`src/rtl/swpe_pkg.sv`:
```
// Shared types and constants for the positional-edit stack.
// No dependencies; imported by every module of the block.
package swpe_pkg;

  localparam int CAPACITY = 128;
  localparam int IDX_W    = $clog2(CAPACITY);
  localparam int CNT_W    = $clog2(CAPACITY + 1);
  // compare width: wide enough for the count and for the 8-bit position
  localparam int CW       = (CNT_W > 8) ? CNT_W : 8;
  localparam int GRP      = 8;
  localparam int NGRP     = (CAPACITY + GRP - 1) / GRP;

  typedef logic signed [31:0] word_t;

  typedef enum logic [1:0] {
    FN_PUSH   = 2'd0,
    FN_POP    = 2'd1,
    FN_INSERT = 2'd2,
    FN_DELETE = 2'd3
  } func_t;

  typedef enum logic [1:0] {
    ST_OK    = 2'd0,
    ST_FULL  = 2'd1,
    ST_EMPTY = 2'd2
  } status_t;

  typedef enum logic [1:0] {
    S_IDLE,
    S_GRP,
    S_FIN
  } state_t;

  // broadcast to every cell on the cycle a beat is taken
  typedef struct packed {
    logic             load;
    logic             ins;
    logic             del;
    logic [IDX_W-1:0] slot;
    word_t            word;
  } cell_cmd_t;

endpackage

```
`src/rtl/swpe_cell.sv`:
```
// One stack slot: holds a word, shifts from its neighbors on insert/delete.
// Depends on swpe_pkg.
module swpe_cell (
  input  logic                      clk,
  input  logic [swpe_pkg::IDX_W-1:0] cell_idx,
  input  swpe_pkg::cell_cmd_t        cmd,
  input  swpe_pkg::word_t            below,
  input  swpe_pkg::word_t            above,
  output swpe_pkg::word_t            data,
  output swpe_pkg::word_t            tap
);
  import swpe_pkg::*;

  word_t data_r, data_nxt;
  word_t tap_r, tap_nxt;
  logic  at_slot, past_slot;

  assign at_slot   = (cell_idx == cmd.slot);
  assign past_slot = (cell_idx > cmd.slot);

  always_comb begin
    data_nxt = data_r;
    tap_nxt  = tap_r;
    if (cmd.load) begin
      tap_nxt = (cmd.del && at_slot) ? data_r : '0;
      if (cmd.ins) begin
        if (past_slot)    data_nxt = below;
        else if (at_slot) data_nxt = cmd.word;
      end else if (cmd.del) begin
        if (past_slot || at_slot) data_nxt = above;
      end
    end
  end

  always_ff @(posedge clk) begin
    data_r <= data_nxt;
    tap_r  <= tap_nxt;
  end

  assign data = data_r;
  assign tap  = tap_r;

endmodule

```
`config.mk`:
```
export PLATFORM = sky130hd
export DESIGN_NAME = swpe_cell
export DESIGN_NICKNAME = d
export VERILOG_FILES = /design/src/rtl/swpe_pkg.sv /design/src/rtl/swpe_cell.sv
export SDC_FILE = /design/constraint.sdc
export NUM_CORES = 1
export LEC_CHECK = 0
export BUFFER_PORTS_ARGS = -buffer_cell sky130_fd_sc_hd__buf_2
export CAP_MARGIN = 20
export CORE_MARGIN = 3
export CORE_UTILIZATION = 42
export CTS_CLUSTER_SIZE = 12
export DETAILED_ROUTE_END_ITERATION = 10
export PLACE_DENSITY = 0.78
export SETUP_SLACK_MARGIN = 0.4
export SYNTH_ARGS = -nofsm -noshare
export SYNTH_HDL_FRONTEND = slang
export SYNTH_SLANG_ARGS = --single-unit
```
`constraint.sdc`:
```
create_clock -name clk -period 3.1 [get_ports clk]
set_clock_uncertainty 0.1 [all_clocks]
set_input_delay 0.155 -clock clk [delete_from_list [all_inputs] [get_ports clk]]
set_output_delay 0.155 -clock clk [all_outputs]
set_load 0.03 [all_outputs]
```
==> impl_metrics.py, run 1 <==
metrics = {
    "setup_path": {
        "crit_cells": 7,
        "critPathBufInv": 2,
        "path_cells": "buf_2 -> ha_1 -> a21oi_1 -> o21a_1 -> buf_4 -> nand4_1 -> nand3_1",
        "start_kind": "input pin",
        "critical_path_arrival_ns": 1.98,
        "r2r_cells": 1,
        "critPathKind": "input pin to flop",
        "endpoint_kind": "flop",
        "worst_ep_required_time_ns": 3.19,
        "slowest_delay_ns": 0.53,
        "cp_slowest_cell": "o21a_1",
        "worstSetupStartpoint": "cell_idx[6]",
        "r2r_start": "data[7]$_DFFE_PP_",
        "crit_family": "compound AO/OA/AOI/OAI gates",
        "cp_max_fo": 20,
    },
    "die": {
        "dieArea_um2": 9820,
        "coreArea_um2": 8300,
        "io_pins": 178,
        "dieWidth_um": 99.1,
        "die_y_um": 99.1,
        "initial_core_util_pct": 43.8,
        "placementRows": 33,
    },
    "sta": {
        "finalSetupTns_ns": 0,
        "rsz0062_at_grt": "no",
        "maxSlewViolCount": 0,
        "worst_slew_pin_slew_ns": 0.601,
        "fmax_mhz": 529,
        "hold_viol_final": 0,
        "finalCritPeriodShare_pct": 61.0,
        "maxSlewHeadroom_pct": 60.0,
        "min_period_ns": 1.89,
        "hold_slack_ns": 0.0664,
        "finalSetupViolCount": 0,
    },
    "detailed_routing": {
        "drtAntennaViolNets": 0,
        "vias": 3489,
        "wl_per_cell_um": 18.8,
        "drtIter0Drc": 265,
        "via_per_inst": 5.89,
        "route.detailed.drc": 0,
        "firstDrtPassIters": 5,
        "wl_mm": 11.2,
    },
    "pwr": {
        "pwr-share-seq_pct": 49.5,
        "finalPower_mw": 2.12,
        "switching_share_pct": 30.7,
        "p_leak_nw": 2.10,
        "p_clk_share_pct": 28.3,
        "power.density_nw_per_um2": 455,
        "p_switching_mw": 0.650,
        "power_frac_comb_pct": 22.1,
        "p_int_mw": 1.47,
        "irDropWorstVdd_mv": 0.184,
    },
    "placement": {
        "place_inst": 576,
        "portBuffers": 177,
        "hpwl_mm": 7.97,
        "place_congestion": 0.872,
    },
    "grt": {
        "antenna_found_initial": 1,
        "grtUsageTotal_pct": 22.4,
        "overflow": 0,
        "grt_pass1_vias": 3423,
        "grt_pass1_wl_mm": 17.3,
        "grt_max_degree": 65,
    },
    "final_layout": {
        "n_antenna_cell": 0,
        "fin_cells": 592,
        "drive_gt1_share_pct": 42.5,
        "fin_util_pct": 56.1,
        "nNetsFinal": 603,
        "area_growth_pct": 27.9,
    },
    "run_status": {
        "status": "finished, final reports clean",
    },
    "clock_network": {
        "cts-root-buf": "clkbuf_8",
        "path_clk_slew_ns": 0.07,
        "cts_resized": 0,
        "ctsHoldBuffers": 0,
        "post_cts_buffers": 0,
        "clock-sinks": 64,
        "numCtsBuffers": 9,
        "clockBufferDepth": 2,
        "insertion_delay_ns": 0.33,
        "h-tree-depth": 3,
        "cts_tree": "built",
    },
    "worst_hold_path": {
        "hp-class": "input pin to flop",
        "min_from": "cmd[9]",
        "whs_path_depth": 3,
    },
    "synthesis": {
        "synth.area.top_cells": "edfxtp_1 53%, o2111ai_1 7.7%, and3_1 5.7%",
        "ys_seq_area_share_pct": 52.8,
        "yosys.area.top_type_share_pct": 52.8,
        "yosys_register_bits": 64,
        "synth_area_leader_cell": "edfxtp_1",
        "syn_area_um2": 3640,
        "synth_fp_nets": 446,
        "synth.distinct_cells": 25,
        "syn_avg_cell_area_um2": 11.2,
        "yosys_warnings": 0,
        "postSynthCellCount": 325,
    },
    "job": {
        "cap_violations": 0,
    },
}
-- placed cells by master, fill, tap and decap left out, drive strengths merged --
cell / netlist / layout
clkinv: 0 / 5
o2111ai: 32 / 32
a21o: 1 / 1
nor2b: 32 / 32
clkbuf: 11 / 10
and3: 33 / 33
and4: 1 / 1
o21ai: 3 / 3
nand3: 32 / 32
nand4: 32 / 32
a21oi: 3 / 3
and2: 1 / 1
buf: 28 / 185
a31oi: 32 / 32
ha: 7 / 7
o31ai: 1 / 1
inv: 7 / 7
nand2: 2 / 2
and3b: 1 / 1
clkinvlp: 0 / 1
o21a: 2 / 2
edfxtp: 64 / 64
-- power groups by stage --
stage | Sequential, mW | Clock, mW | Combinational (mW)
final | 1.05 | 0.600 | 0.469
after global routing | 1.05 | 0.649 | 0.509
after CTS | 1.05 | 0.613 | 0.469
after detailed placement | 1.07 | 0 | 0.467
after global placement | 1.06 | 0 | 0.456
after floorplan | 1.17 | 0 | 0.177
-- synthesized netlist by cell type --
library cell	count
o21a_4	1
a21oi_1	3
o21a_1	1
edfxtp_1	64
and2_4	1
buf_4	5
a21o_1	1
o21ai_0	1
and3_1	33
buf_6	8
inv_1	7
o31ai_1	1
o2111ai_1	32
o21ai_1	1
ha_1	7
nor2b_1	32
nand3_1	32
and3b_4	1
and4_4	1
o21ai_2	1
a31oi_1	32
nand2_1	2
buf_2	15
clkbuf_1	11
nand4_1	32
-- layout make-up --
cell class                 instances  area, µm²
multi-input combinational        215       1460
clock inverter                     6       36.3
timing repair buffer             185        948
clock buffer                      10        128
sequential                        64       1920
tap                              105        131
inverter                           7       26.3
fill                             755       3650
-- metrics by stage --
| step | worst slack (ns) | instance area [µm²] |
|---|---|---|
| finish | 1.21 | 4650 |
| CTS | 1.23 | 4650 |
| floorplan | 0.684 | 3640 |
| detailed placement | 0.897 | 4490 |
| global route | 1.06 | 4650 |
| global placement | 1.05 | 4490 |
-- logic make-up (layout without fill, tap and decap cells) --
family,count (synthesis),count (layout),share of synthesized area (%)
buffers and inverters,46,208,7.43
adder cells (fa/ha/maj),7,7,2.41
flip-flops,64,64,52.8
AO/OA/AOI/OAI,74,74,15.2
AND/OR/NAND/NOR,134,134,22.2
-- flip-flops by register name, summed over array words and instances, names as in the netlist --
| register | flops |
|---|---|
| tap | 32 |
| data | 32 |
-- tightest hold or removal path, stage by stage --
cell and delay, ns:
buf_2 0.09, a31oi_1 0.08, nand3_1 0.07
-- routing by layer --
layer | vias to the layer above | GRT usage, % | part of all wire, % | routed length [µm]
met3 | 20 | 5.45 | 9.2 | 1020
met5 | - | 0 | 0.12 | 13
met1 | 1630 | 28.7 | 39 | 4380
met4 | 2 | 7.77 | 1.9 | 216
li1 | 1627 | - | - | -
met2 | 210 | 37.1 | 50 | 5530
-- final timing paths --
path	end	slack (ns)
setup / recovery	data[2]$_DFFE_PP_	1.21
hold / removal	data[9]$_DFFE_PP_	0.07
setup reg to reg	tap[7]$_SDFFCE_PN0P_	2.14
hold reg to reg	tap[31]$_SDFFCE_PN0P_	0.48
No activity file was read; power rests on OpenSTA's default activity.
==> run 2: changes to the inputs <==
==> constraint.sdc (replaced) <==
create_clock -name clk -period 1.6 [get_ports clk]
set_clock_uncertainty 0.1 [all_clocks]
set_input_delay 0.08 -clock clk [delete_from_list [all_inputs] [get_ports clk]]
set_output_delay 0.08 -clock clk [all_outputs]
set_load 0.03 [all_outputs]
==> impl_metrics.py, run 2 (synthesis results as in run 1) <==
metrics = {
    "die": {
        "dieArea_um2": 9820,
        "coreArea_um2": 8300,
        "dieWidth_um": 99.1,
        "initial_core_util_pct": 43.8,
        "die_y_um": 99.1,
        "io_pins": 178,
        "placementRows": 33,
    },
    "pwr": {
        "p_leak_nw": 2.51,
        "irDropWorstVdd_mv": 0.471,
        "power.density_nw_per_um2": 796,
        "finalPower_mw": 4.65,
    },
    "sta": {
        "maxSlewHeadroom_pct": 63.0,
        "worst_slew_pin_slew_ns": 0.555,
        "rsz0062_at_grt": "yes",
        "min_period_ns": 1.39,
        "fmax_mhz": 718,
        "fin_ws_ns": 0.208,
        "hold_viol_final": 0,
        "maxSlewViolCount": 0,
        "finalSetupViolCount": 0,
        "hold_slack_ns": 0.0104,
        "finalCritPeriodShare_pct": 87.0,
    },
    "final_layout": {
        "final_common_cell": "buf_2",
        "n_antenna_cell": 0,
        "drive_gt1_share_pct": 49.2,
        "nNetsFinal": 673,
        "area_growth_pct": 60.7,
        "final_cell_area_um2": 5850,
        "final_cell_mix": "165 x buf_2, 64 x edfxtp_1, 38 x dlygate4sd3_1",
    },
    "detailed_routing": {
        "drtAntennaViolNets": 0,
        "via_per_inst": 5.99,
        "drtIter0Drc": 304,
        "firstDrtPassIters": 4,
        "vias": 3965,
        "wl_mm": 14.1,
        "route.detailed.drc": 0,
        "wl_per_cell_um": 21.3,
    },
    "setup_path": {
        "worst_ep_required_time_ns": 1.56,
        "endpoint_kind": "flop",
        "cp_max_fo": 7,
        "start_kind": "input pin",
        "critPathKind": "input pin to flop",
        "critical_path_arrival_ns": 1.35,
    },
    "worst_hold_path": {
        "hp-class": "input pin to flop",
    },
    "clock_network": {
        "insertion_delay_ns": 0.34,
        "h-tree-depth": 3,
        "numCtsBuffers": 9,
        "cts_tree": "built",
        "clock-sinks": 64,
        "clockBufferDepth": 2,
        "path_clk_slew_ns": 0.07,
        "cts-root-buf": "clkbuf_8",
    },
    "grt": {
        "grt_pass1_wl_mm": 21.5,
        "grtUsageTotal_pct": 28.5,
        "overflow": 0,
        "antenna_found_initial": 0,
        "grt_max_degree": 57,
        "grt_pass1_vias": 3971,
    },
    "placement": {
        "pre_cts_ws_ns": -0.312,
        "hpwl_mm": 8.11,
        "placedInstanceArea_um2": 4780,
        "portBuffers": 177,
        "place_congestion": 0.827,
    },
    "run_status": {
        "status": "finished, final reports clean",
    },
    "job": {
        "cap_violations": 0,
    },
}
==> run 2: per-layer routing <==
layer / part of all wire (%) / global-route usage (%) / vias to the layer above / routed length (µm)
li1: - / - / 1785 / -
met1: 36 / 34.5 / 1853 / 5080
met2: 50 / 47.7 / 282 / 7060
met3: 10 / 6.65 / 45 / 1450
met4: 3.7 / 13.4 / 0 / 524
met5: 0 / 0 / - / 0
==> run 2: final cells by class <==
cell class              count  area, µm²
clock buffers              10        128
repair buffers            245       1750
clock inverters             6       60.1
flip-flops and latches     64       1920
inverters                   7       46.3
well taps                 105        131
multi-input cells         225       1810
fillers                   603       2450
==> run 2: per-stage QoR <==
| stage | util [%] | instances | TNS (ns) |
|---|---|---|---|
| 5_1_grt | 70.4 | 662 | 0 |
| 4_1_cts | 70.0 | 661 | 0 |
| 3_3_place_gp | 57.6 | 587 | -18.05 |
| 2_1_floorplan | - | 325 | -8.19 |
| 6_report | 70.4 | 662 | 0 |
| 3_5_place_dp | 57.6 | 587 | -20.92 |
==> run 2: report_power, final <==
| group | switching [mW] | leakage (nW) | internal, mW |
|---|---|---|---|
| sequential | 0.0560 | 0.631 | 1.98 |
| combinational | 0.721 | 1.79 | 0.537 |
| clock | 0.651 | 0.0920 | 0.711 |
==> run 2: path summary, 6_finish.rpt <==
check | to | startpoint | cells after the start | slack, ns
setup / recovery | data[19]$_DFFE_PP_ | cmd[36] | 8 | 0.21
hold / removal | data[15]$_DFFE_PP_ | cmd[15] | 3 | 0.01
setup reg to reg | tap[15]$_SDFFCE_PN0P_ | data[15]$_DFFE_PP_ | 1 | 0.62
hold reg to reg | tap[31]$_SDFFCE_PN0P_ | data[31]$_DFFE_PP_ | 1 | 0.48
==> run 2: timing repair <==
action,4_1_cts,5_1_grt
pin swaps,19,5
cloned,13,0
endpoints found under the hold margin,26,0
gates resized for setup,49,9
endpoints found under the setup margin,96,96
buffers inserted,7,1
hold buffers,38,0
==> run 2: critical path, cell delays in order <==
cell,delay (ns)
buf_8,0.09
inv_12,0.03
ha_4,0.26
and4_4,0.28
o31ai_4,0.09
a21oi_4,0.24
buf_6,0.16
buf_16,0.12
==> run 3: changes to the inputs <==
--- a/config.mk
+++ b/config.mk
@@ -7,9 +7,11 @@
 export LEC_CHECK = 0
 export BUFFER_PORTS_ARGS = -buffer_cell sky130_fd_sc_hd__buf_2
 export CAP_MARGIN = 20
+export CELL_PAD_IN_SITES_DETAIL_PLACEMENT = 1
+export CELL_PAD_IN_SITES_GLOBAL_PLACEMENT = 1
 export CORE_MARGIN = 3
-export CORE_UTILIZATION = 42
-export CTS_CLUSTER_SIZE = 12
+export CORE_UTILIZATION = 31
+export CTS_CLUSTER_SIZE = 30
 export DETAILED_ROUTE_END_ITERATION = 10
 export PLACE_DENSITY = 0.78
 export SETUP_SLACK_MARGIN = 0.4
==> impl_metrics.py, run 3 (synthesis results as in run 1) <==
metrics = {
    "run_status": {
        "status": "finished, final reports clean",
    },
    "die": {
        "dieWidth_um": 114,
        "io_pins": 178,
        "initial_core_util_pct": 32.6,
        "die_y_um": 114,
        "dieArea_um2": 13100,
        "placementRows": 38,
        "coreArea_um2": 11200,
    },
    "placement": {
        "hpwl_mm": 8.93,
        "placedInstanceArea_um2": 4790,
        "portBuffers": 177,
        "place_inst": 616,
        "place_congestion": 0.815,
        "pre_cts_ws_ns": -0.352,
    },
    "detailed_routing": {
        "wl_per_cell_um": 23.6,
        "firstDrtPassIters": 5,
        "drtAntennaViolNets": 0,
        "vias": 3867,
        "via_per_inst": 5.71,
        "wl_mm": 16.0,
        "drtIter0Drc": 315,
        "route.detailed.drc": 0,
    },
    "final_layout": {
        "final_cell_area_um2": 6040,
        "fin_cells": 677,
        "drive_gt1_share_pct": 57.3,
        "num-fill-cells": 1203,
        "nNetsFinal": 652,
        "multi_input_area_um2": 1900,
        "final_common_cell": "buf_2",
        "final_cell_mix": "166 x buf_2, 64 x edfxtp_1, 32 x nand4_1, 32 x nor2b_1",
        "ff_latch_area_um2": 1920,
        "area_growth_pct": 66.1,
    },
    "setup_path": {
        "r2r-end": "tap[8]$_SDFFCE_PN0P_",
        "r2r_cells": 2,
        "worst_ep_required_time_ns": 1.54,
        "critPathKind": "input pin to flop",
        "endpoint_kind": "flop",
        "r2r_slack_ns": 0.49,
        "start_kind": "input pin",
        "cp_max_fo": 8,
        "r2r_start": "data[8]$_DFFE_PP_",
        "critical_path_arrival_ns": 1.39,
    },
    "pwr": {
        "pwr-share-seq_pct": 37.8,
        "irDropWorstVdd_mv": 0.590,
        "power.density_nw_per_um2": 892,
        "p_switching_mw": 1.53,
        "switching_share_pct": 28.4,
        "p_leak_nw": 2.51,
        "finalPower_mw": 5.39,
        "p_clk_share_pct": 38.6,
        "power_frac_comb_pct": 23.6,
        "p_int_mw": 3.86,
    },
    "clock_network": {
        "cts-root-buf": "clkbuf_16",
        "clock-sinks": 64,
        "clockBufferDepth": 2,
        "path_clk_slew_ns": 0.05,
        "numCtsBuffers": 9,
        "cts_tree": "built",
        "insertion_delay_ns": 0.33,
        "h-tree-depth": 3,
    },
    "sta": {
        "finalSetupTns_ns": 0,
        "maxSlewHeadroom_pct": 72.2,
        "finalCritPeriodShare_pct": 90.4,
        "hold_viol_final": 0,
        "rsz0062_at_grt": "yes",
        "worst_slew_pin_slew_ns": 0.417,
        "fmax_mhz": 691,
        "min_period_ns": 1.45,
        "maxSlewViolCount": 0,
        "finalSetupViolCount": 0,
        "fin_ws_ns": 0.154,
    },
    "worst_hold_path": {
        "hold_end": "data[31]$_DFFE_PP_",
        "hp-class": "input pin to flop",
        "min_from": "cmd[31]",
        "whs_path_depth": 3,
    },
    "grt": {
        "grt_pass1_vias": 4187,
        "antenna_found_initial": 1,
        "overflow": 0,
        "grt_max_degree": 58,
        "grtUsageTotal_pct": 23.9,
        "grt_pass1_wl_mm": 23.4,
    },
    "job": {
        "cap_violations": 0,
    },
}
## run 3: changes by cell type in the layout (fill, tap and decap cells not counted), moves of 3 or more
cell           before  now
and3_1             31    3
and3_4              2   30
buf_12              7   11
buf_16              3    6
buf_6              13   16
clkbuf_16           0   11
clkbuf_8            9    0
dlygate4sd3_1      38   11
## run 3: what timing repair did
action | in CTS | in global routing
pin swaps | 56 | 47
endpoints found under the hold margin | 10 | 0
gates cloned | 13 | 2
endpoints found under the setup margin | 96 | 97
setup buffers | 13 | 5
hold buffers | 11 | 0
gates resized for setup | 71 | 11
## run 3: critical path, cell delays in order
cell and delay, ns:
buf_6 0.08, inv_4 0.03, ha_4 0.26, and4_4 0.26, buf_12 0.13, o31ai_4 0.08
a21oi_4 0.18, buf_12 0.15, buf_12 0.14
## run 3: power groups by stage
stage	registers [mW]	clock network, mW	logic (mW)
floorplan	2.27	0	0.383
global placement	2.06	0	0.981
detailed placement	2.07	0	1.01
CTS	2.04	2.10	1.22
global route	2.05	2.18	1.35
finish	2.04	2.08	1.27
## run 3: worst max path at each step
stage                 start                 end  slack, ns  cells after the start
floorplan           cmd[36]   data[0]$_DFFE_PP_      -0.26                      6
CTS                 cmd[36]  data[24]$_DFFE_PP_       0.19                      9
global route        cmd[34]  data[12]$_DFFE_PP_       0.13                     10
detailed placement  cmd[36]   data[4]$_DFFE_PP_      -0.35                      7
finish              cmd[37]  data[24]$_DFFE_PP_       0.15                      9
global placement    cmd[36]   data[0]$_DFFE_PP_      -0.30                      7
## run 3: cell type report
cell class	count	area share, %
antenna	1	0.0414
clock buffer	9	3.73
clock inverter	7	1.43
inverter	7	0.808
multi-input combinational	222	31.4
sequential	64	31.8
tap	140	2.90
timing repair buffer	227	27.9
## run 3: metal layers
metal / part of all wire, % / GRT usage, %
met1: 38 / 28.1
met2: 53 / 42.5
met3: 7.0 / 4.44
met4: 2.4 / 10.1
met5: 0 / 0
## run 3: stage by stage
stage | hold slack, ns | utilization, %
global placement | 0.319 | 42.9
detailed placement | 0.324 | 42.9
finish | 0.00369 | 54.1
CTS | 0.00142 | 52.6
global route | 0.0163 | 54.1
floorplan | 0.0925 | -
